[config.mk]
export PLATFORM = sky130hd
export DESIGN_NAME = touch_channel_detector_flat
export DESIGN_NICKNAME = d
export VERILOG_FILES = /design/src/design/tcd_pkg.sv /design/src/design/tcd_sample_if.sv /design/src/design/tcd_event_if.sv /design/src/design/tcd_ram.sv /design/src/design/tcd_regs.sv /design/src/design/tcd_core.sv /design/src/design/touch_channel_detector.sv /design/src/flat_wrapper.sv
export SDC_FILE = /design/constraint.sdc
export NUM_CORES = 1
export LEC_CHECK = 0
export BUFFER_PORTS_ARGS = -buffer_cell sky130_fd_sc_hd__buf_4
export CAP_MARGIN = 20
export CORE_ASPECT_RATIO = 1.1
export CORE_MARGIN = 4
export CORE_UTILIZATION = 50
export DETAILED_ROUTE_END_ITERATION = 16
export GPL_TIMING_DRIVEN = 1
export HOLD_SLACK_MARGIN = 0.12
export PLACE_DENSITY = 0.71
export REMOVE_ABC_BUFFERS = 1
export SYNTH_ARGS = -nofsm -noshare
export SYNTH_HDL_FRONTEND = slang
export SYNTH_SLANG_ARGS = --single-unit
[constraint.sdc]
create_clock -name clk -period 18.9 [get_ports clk]
set_input_delay 3.78 -clock clk [delete_from_list [all_inputs] [get_ports clk]]
set_output_delay 3.78 -clock clk [all_outputs]
set_load 0.02 [all_outputs]
[src/design/tcd_pkg.sv]
`default_nettype none

package tcd_pkg;

    // Channel count and weak-excursion limit
    localparam int CHANNELS         = 3;
    localparam int WEAK_COUNT_LIMIT = 3;

    // Field widths
    localparam int CH_W    = 2;
    localparam int SMP_W   = 22;
    localparam int ADAPT_W = 7;
    localparam int WEAK_W  = 2;
    localparam int DIFF_W  = SMP_W + 1;
    localparam int WST_W   = ADAPT_W + WEAK_W + 1;
    localparam int CH_AW   = (CHANNELS > 1) ? $clog2(CHANNELS) : 1;

    // Baseline filter: b' = (7*b + s) / 8, i.e. b + ((s - b) >>> 3)
    localparam int BASE_SHIFT = 3;

    // Register map
    localparam int NUM_BASE_REGS = 3;
    localparam int REG_IDX_W     = 3;
    localparam int PADDR_W       = REG_IDX_W + 2;
    localparam int PDATA_W       = 32;

    localparam logic [REG_IDX_W-1:0] REG_BASE0  = 3'd0;
    localparam logic [REG_IDX_W-1:0] REG_BASE1  = 3'd1;
    localparam logic [REG_IDX_W-1:0] REG_BASE2  = 3'd2;
    localparam logic [REG_IDX_W-1:0] REG_STRONG = 3'd3;
    localparam logic [REG_IDX_W-1:0] REG_WEAK   = 3'd4;
    localparam logic [REG_IDX_W-1:0] REG_BAND   = 3'd5;
    localparam logic [REG_IDX_W-1:0] REG_PERIOD = 3'd6;
    localparam logic [REG_IDX_W-1:0] REG_ROUTE  = 3'd7;

    // Register reset values
    localparam logic [SMP_W-1:0]   BASE_RST   = 22'd0;
    localparam logic [SMP_W-1:0]   STRONG_RST = 22'd100;
    localparam logic [SMP_W-1:0]   WEAK_RST   = 22'd30;
    localparam logic [SMP_W-1:0]   BAND_RST   = 22'd20;
    localparam logic [ADAPT_W-1:0] PERIOD_RST = 7'd100;
    localparam logic               ROUTE_RST  = 1'b0;

    typedef logic [CH_AW-1:0]         chan_addr_t;
    typedef logic [SMP_W-1:0]         smp_t;
    typedef logic signed [DIFF_W-1:0] diff_t;

    // Per-channel counters, held in the second state RAM
    typedef struct packed {
        logic [ADAPT_W-1:0] adapt;
        logic [WEAK_W-1:0]  wcnt;
        logic               touched;
    } wstate_t;

    typedef struct packed {
        smp_t               strong_th;
        smp_t               weak_th;
        smp_t               band;
        logic [ADAPT_W-1:0] period;
        logic               route;
    } cfg_t;

    // Baseline load on a write to an initial baseline register
    typedef struct packed {
        logic       valid;
        chan_addr_t ch;
        smp_t       value;
    } base_load_t;

endpackage

`default_nettype wire

[src/design/tcd_sample_if.sv]
`default_nettype none

interface tcd_sample_if import tcd_pkg::*; ();
    logic            valid;
    logic            ready;
    logic [CH_W-1:0] channel;
    smp_t            sample;

    modport source (output valid, output channel, output sample, input ready);
    modport sink   (input valid, input channel, input sample, output ready);
endinterface

`default_nettype wire

[src/design/tcd_event_if.sv]
`default_nettype none

interface tcd_event_if import tcd_pkg::*; ();
    logic            valid;
    logic            ready;
    logic [CH_W-1:0] event_channel;
    logic            pressed;
    logic            to_alternate;

    modport source (output valid, output event_channel, output pressed,
                    output to_alternate, input ready);
    modport sink   (input valid, input event_channel, input pressed,
                    input to_alternate, output ready);
endinterface

`default_nettype wire

[src/design/tcd_ram.sv]
`default_nettype none

module tcd_ram #(
    parameter int WIDTH = 8,
    parameter int DEPTH = 4
) (
    input  wire logic                                    clk,
    input  wire logic                                    we,
    input  wire logic [((DEPTH > 1) ? $clog2(DEPTH) : 1)-1:0] waddr,
    input  wire logic [WIDTH-1:0]                        wdata,
    input  wire logic                                    re,
    input  wire logic [((DEPTH > 1) ? $clog2(DEPTH) : 1)-1:0] raddr,
    output logic      [WIDTH-1:0]                        rdata
);

    logic [WIDTH-1:0] mem [DEPTH];

    always_ff @(posedge clk)
    begin
        if (we)
        begin
            mem[waddr] <= wdata;
        end
        if (re)
        begin
            rdata <= mem[raddr];
        end
    end

endmodule

`default_nettype wire

[src/design/tcd_regs.sv]
`default_nettype none

module tcd_regs import tcd_pkg::*; (
    input  wire logic               clk,
    input  wire logic               rst_n,
    input  wire logic               psel,
    input  wire logic               penable,
    input  wire logic               pwrite,
    input  wire logic [PADDR_W-1:0] paddr,
    input  wire logic [PDATA_W-1:0] pwdata,
    output logic      [PDATA_W-1:0] prdata,
    output logic                    pready,
    output cfg_t                    cfg,
    output base_load_t              bload
);

    smp_t               base_reg [NUM_BASE_REGS];
    smp_t               strong_reg;
    smp_t               weak_reg;
    smp_t               band_reg;
    logic [ADAPT_W-1:0] period_reg;
    logic               route_reg;

    logic                 wr;
    logic [REG_IDX_W-1:0] idx;

    assign pready = 1'b1;
    assign wr     = psel && penable && pwrite;
    assign idx    = paddr[PADDR_W-1:2];

    always_ff @(posedge clk or negedge rst_n)
    begin
        if (!rst_n)
        begin
            for (int i = 0; i < NUM_BASE_REGS; i++)
            begin
                base_reg[i] <= BASE_RST;
            end
            strong_reg <= STRONG_RST;
            weak_reg   <= WEAK_RST;
            band_reg   <= BAND_RST;
            period_reg <= PERIOD_RST;
            route_reg  <= ROUTE_RST;
        end
        else if (wr)
        begin
            unique case (idx)
                REG_BASE0:  base_reg[0] <= pwdata[SMP_W-1:0];
                REG_BASE1:  base_reg[1] <= pwdata[SMP_W-1:0];
                REG_BASE2:  base_reg[2] <= pwdata[SMP_W-1:0];
                REG_STRONG: strong_reg  <= pwdata[SMP_W-1:0];
                REG_WEAK:   weak_reg    <= pwdata[SMP_W-1:0];
                REG_BAND:   band_reg    <= pwdata[SMP_W-1:0];
                REG_PERIOD: period_reg  <= pwdata[ADAPT_W-1:0];
                REG_ROUTE:  route_reg   <= pwdata[0];
            endcase
        end
    end

    always_comb
    begin
        unique case (idx)
            REG_BASE0:  prdata = PDATA_W'(base_reg[0]);
            REG_BASE1:  prdata = PDATA_W'(base_reg[1]);
            REG_BASE2:  prdata = PDATA_W'(base_reg[2]);
            REG_STRONG: prdata = PDATA_W'(strong_reg);
            REG_WEAK:   prdata = PDATA_W'(weak_reg);
            REG_BAND:   prdata = PDATA_W'(band_reg);
            REG_PERIOD: prdata = PDATA_W'(period_reg);
            REG_ROUTE:  prdata = PDATA_W'(route_reg);
        endcase
    end

    // Writing an initial baseline also loads that channel's live baseline unless S2 writes back then
    always_comb
    begin
        bload.valid = wr && (32'(idx) < 32'(NUM_BASE_REGS)) && (32'(idx) < 32'(CHANNELS));
        bload.ch    = CH_AW'(idx);
        bload.value = pwdata[SMP_W-1:0];
    end

    always_comb
    begin
        cfg.strong_th = strong_reg;
        cfg.weak_th   = weak_reg;
        cfg.band      = band_reg;
        cfg.period    = period_reg;
        cfg.route     = route_reg;
    end

endmodule

`default_nettype wire

[src/design/tcd_core.sv]
`default_nettype none

module tcd_core import tcd_pkg::*; (
    input  wire logic       clk,
    input  wire logic       rst_n,
    tcd_sample_if.sink      smp,
    tcd_event_if.source     evt,
    input  cfg_t            cfg,
    input  base_load_t      bload
);

    // Pipeline control
    logic adv;
    logic acc;
    logic in_rng;

    // S1: state read returns
    logic       s1_valid_reg, s1_valid_next;
    chan_addr_t s1_ch_reg;
    smp_t       s1_smp_reg;

    // Baseline RAM
    logic       b_we;
    chan_addr_t b_waddr;
    smp_t       b_wdata;
    chan_addr_t rd_addr;
    smp_t       b_rdata;
    logic [CHANNELS-1:0] vb_reg;
    logic       b_rvalid_reg;
    smp_t       rd_b;

    // Counter RAM
    logic             w_we;
    logic [WST_W-1:0] w_rdata;
    logic [CHANNELS-1:0] vw_reg;
    logic             w_rvalid_reg;
    wstate_t          rd_w;

    // S2
    logic               s2_valid_reg, s2_valid_next;
    chan_addr_t         s2_ch_reg;
    smp_t               s2_b_reg;
    diff_t              s2_d0_reg;
    logic               s2_chk_reg;
    logic [ADAPT_W-1:0] s2_adapt_reg;
    logic [WEAK_W-1:0]  s2_weak_reg;
    logic               s2_tch_reg;

    // S3
    logic               s3_valid_reg, s3_valid_next;
    chan_addr_t         s3_ch_reg;
    smp_t               s3_b_reg;
    diff_t              s3_diff_reg;
    logic [ADAPT_W-1:0] s3_adapt_reg;
    logic [WEAK_W-1:0]  s3_weak_reg;
    logic               s3_tch_reg;

    // Last counter write, covers the read-during-write case
    logic       wb_valid_reg, wb_valid_next;
    chan_addr_t wb_ch_reg;
    wstate_t    wb_st_reg;

    // Output register
    logic            out_valid_reg, out_valid_next;
    logic [CH_W-1:0] out_ch_reg;
    logic            out_pr_reg;
    logic            out_alt_reg;

    // S1 logic
    logic               s2_hit, s3_hit1, wb_hit1;
    smp_t               b_cur;
    logic [ADAPT_W-1:0] a_cur, a_inc, period_eff, adapt_new;
    logic               chk;
    diff_t              d0;
    wstate_t            w_fwd;

    // S2 logic
    diff_t            q;
    logic [DIFF_W-1:0] mag0;
    logic             upd;
    logic [DIFF_W-1:0] b_sum;
    smp_t             s2_b_new;
    diff_t            diff_new;
    logic             s3_hit2;

    // S3 logic
    logic [DIFF_W-1:0] mag;
    logic              strong_hit, weak_hit;
    logic [WEAK_W-1:0] weak_inc, weak_new;
    logic              cur;
    logic              s3_ev;
    wstate_t           s3_new;

    // ---------------- handshake ----------------
    assign adv       = !(s3_ev && out_valid_reg && !evt.ready);
    assign smp.ready = adv;
    assign in_rng    = (32'(smp.channel) < 32'(CHANNELS));
    assign acc       = smp.valid && adv && in_rng;
    assign rd_addr   = CH_AW'(smp.channel);

    // ---------------- state RAMs ----------------
    always_comb
    begin
        if (adv && s2_valid_reg)
        begin
            b_we    = 1'b1;
            b_waddr = s2_ch_reg;
            b_wdata = s2_b_new;
        end
        else
        begin
            b_we    = bload.valid;
            b_waddr = bload.ch;
            b_wdata = bload.value;
        end
    end

    assign w_we = adv && s3_valid_reg;

    tcd_ram #(.WIDTH(SMP_W), .DEPTH(CHANNELS)) u_base_ram (
        .clk   (clk),
        .we    (b_we),
        .waddr (b_waddr),
        .wdata (b_wdata),
        .re    (acc),
        .raddr (rd_addr),
        .rdata (b_rdata)
    );

    tcd_ram #(.WIDTH(WST_W), .DEPTH(CHANNELS)) u_cnt_ram (
        .clk   (clk),
        .we    (w_we),
        .waddr (s3_ch_reg),
        .wdata (s3_new),
        .re    (acc),
        .raddr (rd_addr),
        .rdata (w_rdata)
    );

    // never-written entries read as zero
    always_ff @(posedge clk or negedge rst_n)
    begin
        if (!rst_n)
        begin
            vb_reg       <= '0;
            vw_reg       <= '0;
            b_rvalid_reg <= 1'b0;
            w_rvalid_reg <= 1'b0;
        end
        else
        begin
            if (acc)
            begin
                b_rvalid_reg <= vb_reg[rd_addr];
                w_rvalid_reg <= vw_reg[rd_addr];
            end
            if (b_we)
            begin
                vb_reg[b_waddr] <= 1'b1;
            end
            if (w_we)
            begin
                vw_reg[s3_ch_reg] <= 1'b1;
            end
        end
    end

    assign rd_b = b_rvalid_reg ? b_rdata : '0;
    assign rd_w = w_rvalid_reg ? wstate_t'(w_rdata) : '0;

    // ---------------- S1: forward, count, first difference ----------------
    assign s2_hit  = s2_valid_reg && (s2_ch_reg == s1_ch_reg);
    assign s3_hit1 = s3_valid_reg && (s3_ch_reg == s1_ch_reg);
    assign wb_hit1 = wb_valid_reg && (wb_ch_reg == s1_ch_reg);

    always_comb
    begin
        priority if (s2_hit)
            b_cur = s2_b_new;
        else if (s3_hit1)
            b_cur = s3_b_reg;
        else
            b_cur = rd_b;

        priority if (s2_hit)
            a_cur = s2_adapt_reg;
        else if (s3_hit1)
            a_cur = s3_adapt_reg;
        else if (wb_hit1)
            a_cur = wb_st_reg.adapt;
        else
            a_cur = rd_w.adapt;

        // weak count and touched state of the item one stage ahead land later
        priority if (s3_hit1)
            w_fwd = s3_new;
        else if (wb_hit1)
            w_fwd = wb_st_reg;
        else
            w_fwd = rd_w;
    end

    assign a_inc      = a_cur + ADAPT_W'(1);
    assign period_eff = (cfg.period == '0) ? ADAPT_W'(1) : cfg.period;
    assign chk        = (a_inc >= period_eff);
    assign adapt_new  = chk ? '0 : a_inc;
    assign d0         = $signed({1'b0, s1_smp_reg}) - $signed({1'b0, b_cur});

    // ---------------- S2: baseline adaptation ----------------
    assign q        = s2_d0_reg >>> BASE_SHIFT;
    assign mag0     = s2_d0_reg[DIFF_W-1] ? $unsigned(-s2_d0_reg) : $unsigned(s2_d0_reg);
    assign upd      = s2_chk_reg && (mag0 < {1'b0, cfg.band});
    assign b_sum    = {1'b0, s2_b_reg} + $unsigned(q);
    assign s2_b_new = upd ? b_sum[SMP_W-1:0] : s2_b_reg;
    assign diff_new = upd ? (s2_d0_reg - q) : s2_d0_reg;
    assign s3_hit2  = s3_valid_reg && (s3_ch_reg == s2_ch_reg);

    // ---------------- S3: touch decision ----------------
    assign mag        = s3_diff_reg[DIFF_W-1] ? $unsigned(-s3_diff_reg)
                                              : $unsigned(s3_diff_reg);
    assign strong_hit = (mag > {1'b0, cfg.strong_th});
    assign weak_hit   = (mag > {1'b0, cfg.weak_th});
    assign weak_inc   = s3_weak_reg + WEAK_W'(1);

    always_comb
    begin
        priority if (strong_hit)
        begin
            cur      = 1'b1;
            weak_new = s3_weak_reg;
        end
        else if (weak_hit)
        begin
            if (weak_inc >= WEAK_W'(WEAK_COUNT_LIMIT))
            begin
                cur      = 1'b1;
                weak_new = '0;
            end
            else
            begin
                cur      = 1'b0;
                weak_new = weak_inc;
            end
        end
        else
        begin
            cur      = 1'b0;
            weak_new = '0;
        end
    end

    assign s3_ev          = s3_valid_reg && (cur != s3_tch_reg);
    assign s3_new.adapt   = s3_adapt_reg;
    assign s3_new.wcnt    = weak_new;
    assign s3_new.touched = cur;

    // ---------------- control registers ----------------
    assign s1_valid_next  = adv ? acc : s1_valid_reg;
    assign s2_valid_next  = adv ? s1_valid_reg : s2_valid_reg;
    assign s3_valid_next  = adv ? s2_valid_reg : s3_valid_reg;
    assign wb_valid_next  = adv ? s3_valid_reg : wb_valid_reg;
    assign out_valid_next = (adv && s3_ev) ? 1'b1 : (evt.ready ? 1'b0 : out_valid_reg);

    always_ff @(posedge clk or negedge rst_n)
    begin
        if (!rst_n)
        begin
            s1_valid_reg  <= 1'b0;
            s2_valid_reg  <= 1'b0;
            s3_valid_reg  <= 1'b0;
            wb_valid_reg  <= 1'b0;
            out_valid_reg <= 1'b0;
        end
        else
        begin
            s1_valid_reg  <= s1_valid_next;
            s2_valid_reg  <= s2_valid_next;
            s3_valid_reg  <= s3_valid_next;
            wb_valid_reg  <= wb_valid_next;
            out_valid_reg <= out_valid_next;
        end
    end

    // ---------------- payload registers ----------------
    always_ff @(posedge clk)
    begin
        if (adv)
        begin
            s1_ch_reg  <= rd_addr;
            s1_smp_reg <= smp.sample;

            s2_ch_reg    <= s1_ch_reg;
            s2_b_reg     <= b_cur;
            s2_d0_reg    <= d0;
            s2_chk_reg   <= chk;
            s2_adapt_reg <= adapt_new;
            s2_weak_reg  <= w_fwd.wcnt;
            s2_tch_reg   <= w_fwd.touched;

            s3_ch_reg    <= s2_ch_reg;
            s3_b_reg     <= s2_b_new;
            s3_diff_reg  <= diff_new;
            s3_adapt_reg <= s2_adapt_reg;
            s3_weak_reg  <= s3_hit2 ? weak_new : s2_weak_reg;
            s3_tch_reg   <= s3_hit2 ? cur : s2_tch_reg;

            wb_ch_reg <= s3_ch_reg;
            wb_st_reg <= s3_new;
        end
        if (adv && s3_ev)
        begin
            out_ch_reg  <= CH_W'(s3_ch_reg);
            out_pr_reg  <= cur;
            out_alt_reg <= cfg.route;
        end
    end

    assign evt.valid         = out_valid_reg;
    assign evt.event_channel = out_ch_reg;
    assign evt.pressed       = out_pr_reg;
    assign evt.to_alternate  = out_alt_reg;

endmodule

`default_nettype wire

[src/design/touch_channel_detector.sv]
// An event beat is offered from the output register after its sample passes S1, S2 and S3.
// Throughput: one sample per cycle; the pipeline holds only when a new event
//   reaches the last stage while the output register is full and not taken.
// Reset: rst_n is asynchronous, active low. Registers return to their reset
//   values; per-entry valid bits make every channel read as zero state at once.
`default_nettype none

module touch_channel_detector import tcd_pkg::*; (
    input  wire logic               clk,
    input  wire logic               rst_n,
    tcd_sample_if.sink              samples,
    tcd_event_if.source             events,
    input  wire logic               psel,
    input  wire logic               penable,
    input  wire logic               pwrite,
    input  wire logic [PADDR_W-1:0] paddr,
    input  wire logic [PDATA_W-1:0] pwdata,
    output logic      [PDATA_W-1:0] prdata,
    output logic                    pready
);

    // Block structure
    //   tcd_regs : APB register file. A write to an initial baseline register
    //              also loads the channel's live baseline in the same cycle unless S2 writes back.
    //   tcd_core : per-channel state in two small RAMs, one read per sample:
    //                baseline RAM  - written back at the end of stage 2
    //                counter RAM   - adapt count, weak count, touched state,
    //                                written back at the end of stage 3
    //              Stages:
    //                S0 accept beat, issue RAM reads
    //                S1 forward in-flight state, bump adapt count, diff = s - b
    //                S2 stable-band check, b + (diff >>> 3), diff against new b
    //                S3 strong/weak thresholds, touched decision, event
    //              Samples for the same channel may come every cycle; younger
    //              items pick up in-flight baseline and counters by forwarding.
    //              Out-of-range channels are dropped at S0.

    cfg_t       cfg;
    base_load_t bload;

    tcd_regs u_regs (
        .clk     (clk),
        .rst_n   (rst_n),
        .psel    (psel),
        .penable (penable),
        .pwrite  (pwrite),
        .paddr   (paddr),
        .pwdata  (pwdata),
        .prdata  (prdata),
        .pready  (pready),
        .cfg     (cfg),
        .bload   (bload)
    );

    tcd_core u_core (
        .clk   (clk),
        .rst_n (rst_n),
        .smp   (samples),
        .evt   (events),
        .cfg   (cfg),
        .bload (bload)
    );

endmodule

`default_nettype wire
[src/flat_wrapper.sv]
// flat-port wrapper written by rule: the top's interface ports become plain ports
module touch_channel_detector_flat import tcd_pkg::*;
  (clk, rst_n, psel, penable, pwrite, paddr, pwdata, prdata, pready, samples_valid, samples_channel, samples_sample, samples_ready, events_valid, events_event_channel, events_pressed, events_to_alternate, events_ready);
  tcd_sample_if samples_i ();
  tcd_event_if events_i ();
  input  wire logic clk;
  input  wire logic rst_n;
  input  wire logic psel;
  input  wire logic penable;
  input  wire logic pwrite;
  input  wire logic [PADDR_W-1:0] paddr;
  input  wire logic [PDATA_W-1:0] pwdata;
  output logic      [PDATA_W-1:0] prdata;
  output logic pready;
  input wire logic [$bits(samples_i.valid)-1:0] samples_valid;
  input wire logic [$bits(samples_i.channel)-1:0] samples_channel;
  input wire logic [$bits(samples_i.sample)-1:0] samples_sample;
  output wire logic [$bits(samples_i.ready)-1:0] samples_ready;
  output wire logic [$bits(events_i.valid)-1:0] events_valid;
  output wire logic [$bits(events_i.event_channel)-1:0] events_event_channel;
  output wire logic [$bits(events_i.pressed)-1:0] events_pressed;
  output wire logic [$bits(events_i.to_alternate)-1:0] events_to_alternate;
  input wire logic [$bits(events_i.ready)-1:0] events_ready;
  assign samples_i.valid = samples_valid;
  assign samples_i.channel = samples_channel;
  assign samples_i.sample = samples_sample;
  assign samples_ready = samples_i.ready;
  assign events_valid = events_i.valid;
  assign events_event_channel = events_i.event_channel;
  assign events_pressed = events_i.pressed;
  assign events_to_alternate = events_i.to_alternate;
  assign events_i.ready = events_ready;
  touch_channel_detector u_core (.clk(clk), .rst_n(rst_n), .samples(samples_i), .events(events_i), .psel(psel), .penable(penable), .pwrite(pwrite), .paddr(paddr), .pwdata(pwdata), .prdata(prdata), .pready(pready));
endmodule
# Word-level counts from Yosys, hierarchy flattened
# Memories as Yosys holds them, arrays and structs flattened. A register that Yosys moved wholly into a read port is not among the register bits.
# Index checks and enable logic that the tools add are counted.
op_classes:
  add_sub_neg: 7
  n_lt_le_gt_ge: 12
  bitwise: 2
  eq_ne: 12
  muxes: 40
  reduce_logical: 32
ops:
  columns: ["operator", "count"]
  rows:
  - ["$pmux W32 S8", 1]
  - ["$mux W22", 5]
  - ["$mux W23", 3]
  - ["$gt A23 B22 Y1", 2]
  - ["$neg A23 Y23", 2]
  - ["$mux W7", 4]
  - ["$lt A23 B22 Y1", 1]
  - ["$sub A22 B22 Y23", 1]
  - ["$sub A23 B20 Y23", 1]
  - ["$add A22 B22 Y22", 1]
  - ["$logic_and A1 B1 Y1", 19]
  - ["$reduce_and A2 Y1", 8]
  - ["$mux W1", 15]
  - ["$eq A3 B3 Y1 const B", 4]
  - ["$mux W10", 1]
  - ["$mux W2", 5]
  - ["$lt A2 B3 Y1 const B", 3]
  - ["$eq A2 B2 Y1", 4]
  - ["$add A7 B1 Y7 const B", 1]
  - ["$ge A7 B7 Y1", 1]
  - ["$logic_not A7 Y1", 1]
  - ["$eq A3 B2 Y1 const B", 2]
  - ["$mux W3", 2]
  - ["$or A3 B3 Y3", 2]
  - ["12 further kinds", 16]
word_totals:
  ram_bits: 96
  word_cells: 146
  reg_bits: 308
  inputBits: 68
  out_inout_bits: 39
  mem_count: 2
mem_list:
  columns: ["name", "depth", "word_bits", "read_ports", "rd_ports_with_merged_regs", "write_ports", "line", "source"]
  rows:
  - ["u_core.u_core.u_base_ram.mem", 3, 22, 1, 1, 1, "tcd_ram.sv:16", "logic [WIDTH-1:0] mem [DEPTH];"]
  - ["u_core.u_core.u_cnt_ram.mem", 3, 10, 1, 1, 1, "tcd_ram.sv:16", null]

# Depth between registers and ports, before layout
depth:
  word_depth: 17
  ltp_mapped: 31
  depth_no_buf: 29

# Hierarchy
# From an unflattened synthesis, not the netlist that was laid out.
unflattened:
  hier_cells: 2188
  hier_area_um2: 24895.1
modules_own_cells:
  columns: ["mod", "cells_per_inst", "seq_area_each_um2", "area_per_inst_um2", "instances"]
  rows:
  - ["tcd_core", 1410, 4979.8, 13430.4, 1]
  - ["tcd_regs", 537, 3518.4, 6865.3, 1]
  - ["tcd_ram (u_core.u_core.u_base_ram)", 165, 2642.5, 3160.5, 1]
  - ["tcd_ram (u_core.u_core.u_cnt_ram)", 76, 1201.2, 1438.9, 1]

# Worst setup path before layout
# Ideal clock, no wire load.
synth_path:
  path_kind: "input to output"
  startpoint: "in events_ready"
  endpoint: "out samples_ready"
  required_ns: 15.120
  arrival_ns: 7.400
  path_stages: 5
  n_path_buf: 0
  slack_ns: 7.720
  cell_sequence: "nor2b_1 nand3b_1 a31oi_1 a21o_1 clkinv_1"
synth_via:
  elab_chain_cells: 3
synth_rtl:
  columns: ["element", "line", "source"]
  rows:
  - ["start, declared", "flat_wrapper.sv:23", "input wire logic [$bits(events_i.ready)-1:0] events_ready;"]
  - ["$logic_not A1 Y1", "tcd_core.sv:95", "assign adv = !(s3_ev && out_valid_reg && !evt.ready);"]
  - ["$logic_and A1 B1 Y1", "tcd_core.sv:95", null]
  - ["$logic_not A1 Y1", "tcd_core.sv:95", null]
  - ["end, declared", "flat_wrapper.sv:18", "output wire logic [$bits(samples_i.ready)-1:0] samples_ready;"]
# No other way between the ends.

# Worst setup path after layout
layout_path:
  startpoint: "in paddr[4]"
  endpoint: "out prdata[16]"
layout_via:
  elab_chain_cells: 2
  word_cells_on_any_way: 9
  classes_between: "7 x eq/ne; 1 x mux; 1 x reduce/logical"
layout_rtl:
  columns: ["element", "line", "source"]
  rows:
  - ["start, declared", "flat_wrapper.sv:11", "input wire logic [PADDR_W-1:0] paddr;"]
  - ["$eq A3 B3 Y1 (tied with other cells)", "tcd_regs.sv:62", "unique case (idx)"]
  - ["$pmux W32 S8 (*)", "tcd_regs.sv:62", null]
  - ["end, declared", "flat_wrapper.sv:13", "output logic [PDATA_W-1:0] prdata;"]
# Every way passes the cells marked *; elsewhere a longest branch is shown, timed or not. The select of a mux whose other input is x is not followed.

==> results.tsv <==
stage	metric	value	unit
route	vias_per_cell	5.72	
critical_path	cp.arrival	6.18	ns
floorplan	start_util	0.507	
critical_path	reg2reg_depth	27	
route	wl_per_cell	20.1	µm
critical_path	worstPathMaxFanout	27	
grt	grt-ovfl-total	0	
final_layout	multiInputGateArea	0.0105	mm²
timing	final.setup.worst_slack	8.94	ns
floorplan	coreArea	0.0468	mm²
yosys	post-synth-top-area-cell	edfxtp_1	
timing	finalHoldViolations	0	
timing	setup_viol	0	
timing	worst_pin_slew	0.982	ns
outcome	outcome	finished, final reports clean	
timing	finalSetupTns	0	ns
placed_design	dp_cells	2803	
route	initialDrtViolationCount	1103	
grt	grt_max_degree	107	
yosys	syn_area_per_cell	11.1	µm²
critical_path	required	15.12	ns
yosys	syn_inst	2148	
timing	slew-limit-headroom	0.329	
critical_path	startpoint_type	input pin	
yosys	yosysWarnings	0	
clocking	root_buffer	clkbuf_16	
grt	antenna_found_initial	3	
critical_path	r2r_slack	10.99	ns
placed_design	gp_congestion	0.921	
yosys	synth_most_common_cell	edfxtp_1	
final_layout	final.fill_count	3891	
yosys	synth_cell_types	78	
floorplan	dieArea	0.0510	mm²
placed_design	io_buffer_count	83	
timing	final-max-slew-violation-count	0	
clocking	path_clk_slew	0.06	ns
yosys	synth_edf_count	283	
final_layout	drive_gt1_frac	0.146	
pwr	p_leak	11.3	nW
yosys	synthTopCellsByArea	edfxtp_1 (36%), dfrtp_1 (15%), ha_1 (7.3%)	
pwr	vdd_drop_max	0.0959	mV
clocking	postCtsSetupRepairBufs	0	
worst_hold_path	hold_path_startpoint	u_core.u_core.s2_adapt_reg[1]	
worst_hold_path	min_path_cells	0	
grt	grt_use_total	0.226	
yosys	ys_top_cells_by_count	edfxtp_1 (283), nand2_1 (229), o21ai_0 (224), inv_1 (146), dfrtp_1 (141)	
clocking	cts_sinks	436	
placed_design	dp_hpwl	41700	µm
timing	fmax	0.100	GHz
final_layout	diodes	0	
final_layout	register_area	0.0123	mm²
route	routed_wl	58000	µm
final_layout	area_delta_synth_final	11.5	%
timing	rsz0062_at_grt	no	
yosys	yosysSeqAreaShare	0.520	
floorplan	die_h	237	µm
timing	layout_worst_path_cycle_share	0.527	
yosys	async_flop_share	0.351	
clocking	cts_buffers	47	
route	first_pass_iters	5	
floorplan	rows	83	
floorplan	io_pins	107	
clocking	clkLatencyLatePin	0.58	ns
clocking	cts_resized	0	
yosys	yosysTopAreaCellShare	0.358	
yosys	syn-cell-area	0.0237	mm²
pwr	p_total	4.44	mW
timing	holdWs	0.451	ns
timing	final.min_clock_period	9.96	ns
worst_hold_path	hold_class	reg2reg	
route	vias	16500	
final_layout	fin_nets	2425	
grt	grt_pass1_wl	90900	µm
final_layout	fin_cells	2889	
floorplan	die_width	216	µm
clocking	htree_levels	2	
critical_path	crit_type	in2out	
route	drcViolationCount	0	
route	ant_nets	0	
clocking	cts_max_path_buffers	3	
grt	grt_pass1_vias	16700	
clocking	postCtsHoldBufs	0	
yosys	synth_ff_type	edfxtp_1	
timing	skew	0.0273	ns
placed_design	dp_slack	8.98	ns
critical_path	end_kind	output port	
critical_path	reg2reg_to	u_core.u_core.s2_d0_reg[20]	
yosys	synth_seq_cells	436	
critical_path	timing.rr.start	u_core.u_core.s2_d0_reg[4]	
clocking	cts_tree	yes	
worst_hold_path	min_to	u_core.u_core.s3_adapt_reg[1]	
flow_run	cap_violations	0	
pwr	cellPowerDensity	168	mW/mm²
worst max-delay path by stage:
stage,from,end,slack [ns]
floorplan,events_ready,samples_ready,7.72
global placement,paddr[4],prdata[16],9.02
detailed placement,paddr[4],prdata[16],8.98
CTS,paddr[4],prdata[16],8.97
global route,paddr[4],prdata[16],8.89
finish,paddr[4],prdata[16],8.94
layout make-up:
class / instances / area share
multi-input cells: 1475 / 0.396
well taps: 637 / 0.0301
clock inverters: 18 / 0.00652
clock buffers: 68 / 0.0497
repair buffers: 106 / 0.0302
flip-flops and latches: 436 / 0.466
inverters: 149 / 0.0213
metrics by stage:
step	area, µm²	utilization
after floorplan	23300	-
after global placement	25000	0.533
after detailed placement	25000	0.533
after CTS	26500	0.565
after global routing	26500	0.565
final	26500	0.565
per-layer routing:
| metal | wire, µm | global-route usage |
|---|---|---|
| met1 | 24100 | 0.287 |
| met2 | 29000 | 0.396 |
| met3 | 3130 | 0.0367 |
| met4 | 1760 | 0.0711 |
| met5 | 17 | 0 |
critical path: stages:
cell and delay [ns]:
buf_4 0.35, clkinv_1 0.76, nand2_1 0.57, o22ai_1 0.17
o21ai_0 0.17, o21ai_0 0.16, buf_4 0.20
logic make-up (layout without fill, tap and decap cells):
logic type	count (synthesis)	after routing	share of synthesized area
buffers and inverters	246	341	0.0418
xor gates and xnor gates	103	103	0.0380
muxes	176	176	0.0889
other	2	11	0.000316
adders and majority gates	144	144	0.0766
AOI/OAI and AO/OA	511	511	0.129
and+or+nand+nor	530	530	0.105
DFF	436	436	0.520
placed cells by master (no fill, tap or decap), types with 11 or more instances in the layout:
| cell | synthesis | routed |
|---|---|---|
| nor3_1 | 28 | 25 |
| o41ai_1 | 11 | 11 |
| xor2_1 | 23 | 23 |
| buf_4 | 11 | 105 |
| conb_1 | 2 | 11 |
| o21a_1 | 12 | 12 |
| ha_1 | 139 | 139 |
| a211oi_1 | 12 | 12 |
| nand3_1 | 40 | 39 |
| nand4_1 | 12 | 12 |
| o21ai_0 | 224 | 224 |
| and3_1 | 35 | 35 |
| o31ai_1 | 27 | 27 |
| mux2_2 | 95 | 95 |
| inv_1 | 146 | 145 |
| dfstp_2 | 12 | 12 |
| mux2i_1 | 62 | 60 |
| nand2_1 | 229 | 229 |
| clkbuf_1 | 68 | 16 |
| a21o_1 | 53 | 53 |
| edfxtp_1 | 283 | 283 |
| mux4_2 | 18 | 18 |
| a21oi_1 | 110 | 110 |
| nand2b_1 | 23 | 23 |
| clkbuf_16 | 0 | 48 |
| dfrtp_1 | 141 | 141 |
| nor2_1 | 90 | 88 |
| nor2b_1 | 25 | 25 |
| xnor2_1 | 80 | 80 |
power breakdown:
part	switching (mW)	leakage [nW]	internal, mW	total (mW)
Combinational	1.12	5.83	0.836	1.96
Sequential	0.198	4.70	1.39	1.59
Clock	0.372	0.725	0.525	0.896
Note: power is estimated with default switching activity, not from simulation.
